==> src/sv/sib_pkg.sv <==
`default_nettype none
package sib_pkg;

    localparam int DATA_W       = 32;
    localparam int POS_W        = 6;
    localparam int CAPACITY_DEF = 16;

    localparam logic REQ_INSERT = 1'b0;
    localparam logic REQ_DUMP   = 1'b1;

    // Broadcast from the control to every cell in the row.
    typedef struct packed {
        logic                     ins;
        logic                     rot;
        logic signed [DATA_W-1:0] new_val;
    } sib_ctrl_t;

endpackage
`default_nettype wire

==> src/sv/sorted_insert_buffer_unit.sv <==
// Sorted list of up to CAPACITY signed 32-bit values held in a row of
// compare-and-shift cells. An insert leaves busy low, so inserts may follow
// one another on every cycle. A dump of a non-empty list holds busy high
// while the row rotates once, one value leaving the head each cycle; the
// results appear in the cycle after the head is read, each for a single
// cycle with result_valid high. An empty dump gives one result flagged
// empty in the cycle after the start beat. The receiver cannot stall: every
// result must be taken in the cycle it is shown.
`default_nettype none
module sorted_insert_buffer_unit #(
    parameter int CAPACITY = sib_pkg::CAPACITY_DEF
) (
    input  wire logic                               clk,
    input  wire logic                               rst_n,
    input  wire logic                               start,
    output logic                                    busy,
    input  wire logic                               req_type,
    input  wire logic signed [sib_pkg::DATA_W-1:0]  value,
    output logic                                    result_valid,
    output logic signed [sib_pkg::DATA_W-1:0]       item_value,
    output logic [sib_pkg::POS_W-1:0]               position,
    output logic                                    last_item,
    output logic                                    list_empty,
    output logic                                    overflowed
);

    localparam int CW = $clog2(CAPACITY + 1);

    sib_pkg::sib_ctrl_t                ctrl;
    logic signed [sib_pkg::DATA_W-1:0] cell_val [CAPACITY];
    logic                              cell_ge  [CAPACITY];

    logic [CW-1:0] count_reg;
    logic [CW-1:0] rank_reg;
    logic          dumping_reg;
    logic          overflow_reg;
    logic          strobe_reg;
    logic signed [sib_pkg::DATA_W-1:0] item_reg;
    logic [sib_pkg::POS_W-1:0]         pos_reg;
    logic          last_reg;
    logic          empty_reg;

    logic accept;
    logic full;
    logic dump_start;
    logic at_tail;

    assign busy       = dumping_reg;
    assign accept     = start && !busy;
    assign full       = count_reg == CW'(CAPACITY);
    assign dump_start = accept && (req_type == sib_pkg::REQ_DUMP);
    assign at_tail    = rank_reg == (count_reg - CW'(1));

    assign ctrl.ins     = accept && (req_type == sib_pkg::REQ_INSERT) && !full;
    assign ctrl.rot     = dumping_reg;
    assign ctrl.new_val = value;

    genvar g;
    generate
        for (g = 0; g < CAPACITY; g++)
        begin : g_cell
            logic                              p_ge;
            logic signed [sib_pkg::DATA_W-1:0] p_val;
            logic signed [sib_pkg::DATA_W-1:0] n_val;

            if (g == 0)
            begin : g_first
                assign p_ge  = 1'b0;
                assign p_val = '0;
            end
            else
            begin : g_mid
                assign p_ge  = cell_ge[g-1];
                assign p_val = cell_val[g-1];
            end

            if (g == CAPACITY - 1)
            begin : g_last
                assign n_val = '0;
            end
            else
            begin : g_inner
                assign n_val = cell_val[g+1];
            end

            sib_cell #(
                .IDX (g),
                .CW  (CW)
            ) u_cell (
                .clk      (clk),
                .ctrl     (ctrl),
                .count    (count_reg),
                .prev_ge  (p_ge),
                .prev_val (p_val),
                .next_val (n_val),
                .head_val (cell_val[0]),
                .val      (cell_val[g]),
                .ge       (cell_ge[g])
            );
        end
    endgenerate

    always_ff @(posedge clk or negedge rst_n)
    begin
        if (!rst_n)
        begin
            count_reg    <= '0;
            rank_reg     <= '0;
            dumping_reg  <= 1'b0;
            overflow_reg <= 1'b0;
            strobe_reg   <= 1'b0;
        end
        else
        begin
            if (ctrl.ins)
                count_reg <= count_reg + CW'(1);
            if (accept && (req_type == sib_pkg::REQ_INSERT) && full)
                overflow_reg <= 1'b1;

            if (dump_start)
            begin
                rank_reg    <= '0;
                dumping_reg <= count_reg != '0;
            end
            else if (dumping_reg)
            begin
                rank_reg <= rank_reg + CW'(1);
                if (at_tail)
                    dumping_reg <= 1'b0;
            end

            strobe_reg <= (dump_start && (count_reg == '0)) || dumping_reg;
        end
    end

    always_ff @(posedge clk)
    begin
        item_reg  <= dumping_reg ? cell_val[0] : '0;
        pos_reg   <= dumping_reg ? sib_pkg::POS_W'(rank_reg) : '0;
        last_reg  <= dumping_reg ? at_tail : 1'b1;
        empty_reg <= !dumping_reg;
    end

    assign result_valid = strobe_reg;
    assign item_value   = item_reg;
    assign position     = pos_reg;
    assign last_item    = last_reg;
    assign list_empty   = empty_reg;
    assign overflowed   = overflow_reg;

endmodule
`default_nettype wire

==> src/sv/sib_cell.sv <==
`default_nettype none
module sib_cell #(
    parameter int IDX = 0,
    parameter int CW  = 5
) (
    input  wire logic                             clk,
    input  wire sib_pkg::sib_ctrl_t               ctrl,
    input  wire logic [CW-1:0]                    count,
    input  wire logic                             prev_ge,
    input  wire logic signed [sib_pkg::DATA_W-1:0] prev_val,
    input  wire logic signed [sib_pkg::DATA_W-1:0] next_val,
    input  wire logic signed [sib_pkg::DATA_W-1:0] head_val,
    output logic signed [sib_pkg::DATA_W-1:0]      val,
    output logic                                  ge
);

    logic signed [sib_pkg::DATA_W-1:0] val_reg;
    logic signed [sib_pkg::DATA_W-1:0] val_next;
    logic                              occ;
    logic                              tail;

    assign occ  = CW'(IDX) < count;
    assign tail = CW'(IDX) == (count - CW'(1));
    assign ge   = occ && (val_reg >= ctrl.new_val);
    assign val  = val_reg;

    always_comb
    begin
        val_next = val_reg;
        if (ctrl.ins)
        begin
            // The left neighbour moves up when it is not smaller than the new value.
            if (prev_ge)
                val_next = prev_val;
            else if (!occ || ge)
                val_next = ctrl.new_val;
        end
        else if (ctrl.rot)
        begin
            // During a dump the occupied part of the row rotates towards the head.
            val_next = tail ? head_val : next_val;
        end
    end

    always_ff @(posedge clk)
    begin
        val_reg <= val_next;
    end

endmodule
`default_nettype wire
==> config.mk <==
export PLATFORM = sky130hd
export DESIGN_NAME = sorted_insert_buffer_unit
export DESIGN_NICKNAME = d
export VERILOG_FILES = /design/src/sv/sib_pkg.sv /design/src/sv/sorted_insert_buffer_unit.sv /design/src/sv/sib_cell.sv
export SDC_FILE = /design/constraint.sdc
export NUM_CORES = 2
export LEC_CHECK = 0
export ABC_AREA = 1
export BUFFER_PORTS_ARGS = -buffer_cell sky130_fd_sc_hd__buf_2
export CAP_MARGIN = 40
export CELL_PAD_IN_SITES_DETAIL_PLACEMENT = 0
export CELL_PAD_IN_SITES_GLOBAL_PLACEMENT = 1
export CORE_ASPECT_RATIO = 0.8
export CORE_MARGIN = 4
export CORE_UTILIZATION = 50
export CTS_CLUSTER_DIAMETER = 80
export DETAILED_ROUTE_END_ITERATION = 8
export PLACE_DENSITY_LB_ADDON = 0.12
export SYNTH_ARGS = -nofsm -noshare
export SYNTH_HDL_FRONTEND = slang
export SYNTH_SLANG_ARGS = --single-unit
==> constraint.sdc <==
create_clock -name clk -period 7.4 [get_ports clk]
set_input_delay 0.74 -clock clk [delete_from_list [all_inputs] [get_ports clk]]
set_output_delay 0.74 -clock clk [all_outputs]
set_load 0.01 [all_outputs]
==> key figures <==
Cells and area
  • Ratio of cells with drive above 1 in the final layout: 0.0644
  • Final Instance Area: 0.0510 mm2
  • Area grow syn2layout: 8.78%
  • Final #Nets: 6919
  • Diode count: 0
  • Total of fill cells in the finished design: 9042
  • Storage cell area: 0.0165 mm2
  • Combined area of the multi-input logic cells: 0.0261 mm2
  • Flip-flop count of the largest register, all copies and words added: 512

Synthesis
  • Share of synthesized registers carrying an async set or reset: 0.0230
  • Share of synthesized area spent on multiplexers: 0
  • Count of flip-flops with a built-in enable after synthesis: 512
  • Top cell type by total area after synthesis: sky130_fd_sc_hd__edfxtp_1
  • Area share of the leading cell type in the synthesized netlist: 0.328
  • Synth Area in Compound Gates: 0.139
  • Synth cell types: 44
  • Post-Synthesis Cells: 6460
  • Simple-gate share of the synthesized area: 0.274
  • Count of synthesis-stage warnings from yosys: 0
  • Primary FF master, synth: sky130_fd_sc_hd__edfxtp_1
  • Synthesized netlist net count: 7016
  • Combinational family with the most area after synthesis: simple AND/OR/NAND/NOR gates
  • Largest cells by area after synthesis: sky130_fd_sc_hd__edfxtp_1 33%, sky130_fd_sc_hd__ha_1 14%, sky130_fd_sc_hd__nand2_1 13%, sky130_fd_sc_hd__nand3_1 11%, sky130_fd_sc_hd__a21oi_1 7.4%
  • Post-synthesis instance area: 0.0469 mm2
  • Number of synthesized register bits: 564
  • Share of synthesized cell area in full adder, half adder and majority cells: 0.139
  • Part of the Yosys area used for sequential elements: 0.351
  • Average cell area after synthesis: 7.26 um2
  • XOR/XNOR share of the synthesized area: 0.00112

Job
  • Max-cap violations: 0

Power
  • Cell-internal power: 0.0125 W
  • Switching power: 0.0135 W
  • Clock share of power: 0.127
  • Leak Pwr: 24.2 nW
  • Switching share of power: 0.518
  • Post-layout power: 0.0260 W
  • Total power density per cell area: 509 mW/mm2
  • IR drop worst, VDD: 0.287 mV
  • Gate power share: 0.566
  • Sequential power share: 0.307

GRT
  • First-pass GRT wire length: 265000 um
  • Number of antenna violations at the first check in global routing: 5
  • Global-route congestion overflow total: 0
  • Maximum number of pins on one net before global-route repair: 187
  • Global-route total usage across every layer: 0.350
  • Vias in the first global route: 42.6k

Clock tree
  • TritonCTS sink count: 564
  • Resized Gates After CTS: 0
  • TritonCTS Buffers: 70
  • Bufs on Longest Clock Path: 3
  • Clock tree from TritonCTS: built
  • Buffer type at the clock tree root: sky130_fd_sc_hd__clkbuf_16
  • Post-CTS Repair Setup Buffers: 0
  • H-tree level count: 3
  • Post-cts hold buffer count: 1
  • Insertion delay to the later sink of the worst-skew pair: 0.65 ns
  • Clk slew on worst S/H paths: 0.06 ns

Routing
  • Total length of routed wires: 176000 um
  • Number of antenna-violating nets in the routed design: 0
  • Router iterations before antenna repair: 6
  • Average via count per standard cell: 5.97
  • Number of vias in the routed layout: 45.6k
  • Post-detailed-route wirelength per cell: 23.0 um
  • First DRT Iteration DRCs: 5079
  • Post-route DRC violation count: 0

Setup path
  • Setup crit start kind: input pin
  • Worst stage delay on the critical path: 0.62 ns
  • Biggest fanout along the worst timing path: 34
  • Highest-delay cell along the critical path: sky130_fd_sc_hd__a21oi_4
  • Required time reported for the critical path endpoint: 7.70 ns
  • Path depth of the worst reg2reg path: 11
  • Cell Chain, Critical Path: buf_2 -> clkinv_1 -> buf_4 -> ha_1 -> nand2_1 -> nor2_1 -> nand2_1 -> nor2_1 -> nand4_1 -> nand3_1 -> buf_4 -> nand2_1 -> a21oi_4 -> buf_4
  • Arrival time at the worst endpoint: 5.11 ns
  • WS Path Type: input pin to flop
  • Worst setup EP type: flop

Placed design
  • Placement-stage cell area: 0.0489 mm2
  • Input/output buffers: 77
  • RePlAce Congestion: 0.905
  • Detail Placement HPWL: 128000 um

Timing
  • Setup TNS after final layout: 0 ns
  • Finish-stage setup viols: 0
  • Worst slew pin tran: 0.918 ns
  • Shortest period the worst path allows: 4.81 ns
  • Clock tree skew after final layout: 0.0329 ns
  • Final worst hold slack: 0.460 ns
  • Highest attainable clock frequency: 0.208 GHz
  • Unrepaired setup endpoints after global routing: no
  • Final max-slew violation count: 0
  • Final Hold Violating Endpoints: 0
  • Max_slew headroom: 0.386
  • Ratio of final minimum period to clock period: 0.650

Floorplanning
  • Starting density of the core: 0.504
  • Total I/O pin count: 79
  • Vertical die dimension: 282 um
  • Die span in x: 350 um
  • Core Footprint: 0.0931 mm2
  • Overall die area: 0.0988 mm2
  • Number of core rows: 100

Run status
  • Run status: finished clean

Min path
  • Min-delay worst type: flop to flop
  • Hold Crit Depth: 1
-- cells in the mapped netlist, types with 2 or more instances --
| cell | n |
|---|---|
| sky130_fd_sc_hd__clkinv_1 | 34 |
| sky130_fd_sc_hd__nand2_4 | 3 |
| sky130_fd_sc_hd__nand3b_1 | 2 |
| sky130_fd_sc_hd__a21o_1 | 20 |
| sky130_fd_sc_hd__buf_4 | 15 |
| sky130_fd_sc_hd__o31ai_1 | 2 |
| sky130_fd_sc_hd__nand2_1 | 1685 |
| sky130_fd_sc_hd__a21oi_1 | 690 |
| sky130_fd_sc_hd__buf_2 | 155 |
| sky130_fd_sc_hd__nor3_1 | 8 |
| sky130_fd_sc_hd__nor2_1 | 168 |
| sky130_fd_sc_hd__clkbuf_1 | 205 |
| sky130_fd_sc_hd__nor2_4 | 16 |
| sky130_fd_sc_hd__nand3_2 | 10 |
| sky130_fd_sc_hd__ha_1 | 520 |
| sky130_fd_sc_hd__dfxtp_1 | 39 |
| sky130_fd_sc_hd__dfrtp_1 | 13 |
| sky130_fd_sc_hd__nor2_2 | 7 |
| sky130_fd_sc_hd__nor3_2 | 2 |
| sky130_fd_sc_hd__nand4_1 | 40 |
| sky130_fd_sc_hd__nand3_1 | 1011 |
| sky130_fd_sc_hd__buf_1 | 31 |
| sky130_fd_sc_hd__nand2_2 | 8 |
| sky130_fd_sc_hd__edfxtp_1 | 512 |
| sky130_fd_sc_hd__nor4_1 | 3 |
| sky130_fd_sc_hd__xor2_1 | 5 |
| sky130_fd_sc_hd__inv_1 | 669 |
| sky130_fd_sc_hd__o21ai_2 | 2 |
| sky130_fd_sc_hd__o21ai_0 | 315 |
| sky130_fd_sc_hd__nor4_2 | 3 |
| sky130_fd_sc_hd__nor3b_1 | 4 |
| sky130_fd_sc_hd__o21ai_1 | 210 |
| sky130_fd_sc_hd__inv_2 | 15 |
| sky130_fd_sc_hd__o21a_1 | 28 |
-- final timing paths --
check,from,end,slack [ns]
max in group asynchronous,rst_n,busy$_DFF_PN0_,6.55
min in group asynchronous,rst_n,count_reg[4]$_DFFE_PN0P_,0.57
worst min-delay path,overflowed$_DFFE_PN0P_,overflowed$_DFFE_PN0P_,0.46
worst max register to register,g_cell[3].u_cell.val[31]$_DFFE_PP_,g_cell[4].u_cell.val[5]$_DFFE_PP_,3.06
worst min register to register,overflowed$_DFFE_PN0P_,overflowed$_DFFE_PN0P_,0.46
worst max-delay path,value[31],g_cell[4].u_cell.val[5]$_DFFE_PP_,2.59
-- metal layers --
metal | track usage | vias up | share of wire
met1 | 0.480 | 21288 | 0.42
met5 | 0 | - | 0.000074
met3 | 0.0473 | 388 | 0.088
met4 | 0.132 | 2 | 0.042
li1 | - | 21724 | -
met2 | 0.565 | 2195 | 0.45
-- final cells by class --
type	count	area share
multi-input combinational	4771	0.511
tap	1224	0.0300
sequential	564	0.323
clock buffer	94	0.0375
clock inverter	30	0.00297
timing repair buffer	238	0.0420
inverter	718	0.0530
-- power groups by stage --
stage / sequential (W) / combinational, W / clock (W)
global route: 0.00812 / 0.0164 / 0.00346
finish: 0.00798 / 0.0147 / 0.00330
floorplan: 0.00715 / 0.00970 / 0
detailed placement: 0.00797 / 0.0144 / 0
global placement: 0.00801 / 0.0137 / 0
CTS: 0.00793 / 0.0145 / 0.00334
-- through the flow --
stage,std cells,utilization,setup WS (ns)
2_1_floorplan,6460,-,2.45
3_3_place_gp,7483,0.518,2.09
3_5_place_dp,7514,0.526,2.05
4_1_cts,7639,0.548,2.72
5_1_grt,7639,0.548,2.43
6_report,7639,0.548,2.59
-- logic make-up after synthesis --
kind of cell	Yosys count
buf+inv	1125
xor+xnor	6
flops	564
simple gates	2973
compound gates	1271
other cells	1
fa+ha+maj	520
-- cell usage in the layout (no fill, tap or decap), types with 5 or more instances in the layout --
cell type / instances
sky130_fd_sc_hd__buf_12: 6
sky130_fd_sc_hd__nand2_1: 1684
sky130_fd_sc_hd__nand4_1: 40
sky130_fd_sc_hd__xor2_1: 5
sky130_fd_sc_hd__nor2_1: 164
sky130_fd_sc_hd__buf_8: 9
sky130_fd_sc_hd__nand3_1: 1011
sky130_fd_sc_hd__o21ai_0: 315
sky130_fd_sc_hd__nand3_2: 10
sky130_fd_sc_hd__buf_2: 77
sky130_fd_sc_hd__nor2_2: 8
sky130_fd_sc_hd__dfrtp_1: 12
sky130_fd_sc_hd__nand2_2: 9
sky130_fd_sc_hd__nor3_1: 8
sky130_fd_sc_hd__o21ai_1: 208
sky130_fd_sc_hd__dfxtp_1: 39
sky130_fd_sc_hd__o21a_1: 28
sky130_fd_sc_hd__a21oi_4: 10
sky130_fd_sc_hd__clkbuf_1: 19
sky130_fd_sc_hd__buf_16: 20
sky130_fd_sc_hd__clkinv_1: 48
sky130_fd_sc_hd__a21o_1: 20
sky130_fd_sc_hd__inv_1: 669
sky130_fd_sc_hd__clkbuf_16: 72
sky130_fd_sc_hd__inv_6: 5
sky130_fd_sc_hd__nor2_4: 19
sky130_fd_sc_hd__edfxtp_1: 512
sky130_fd_sc_hd__a21oi_1: 680
sky130_fd_sc_hd__inv_2: 14
sky130_fd_sc_hd__ha_1: 520
sky130_fd_sc_hd__buf_4: 124
sky130_fd_sc_hd__clkinv_2: 11
-- worst max-delay path, delay by kind of cell --
family | cells | cell delay [ns]
AOI/OAI and AO/OA | 1 | 0.62
and+or+nand+nor | 7 | 1.65
adders and majority gates | 1 | 0.48
buffers and inverters | 5 | 1.56
Power figures use the tool's default switching activity.
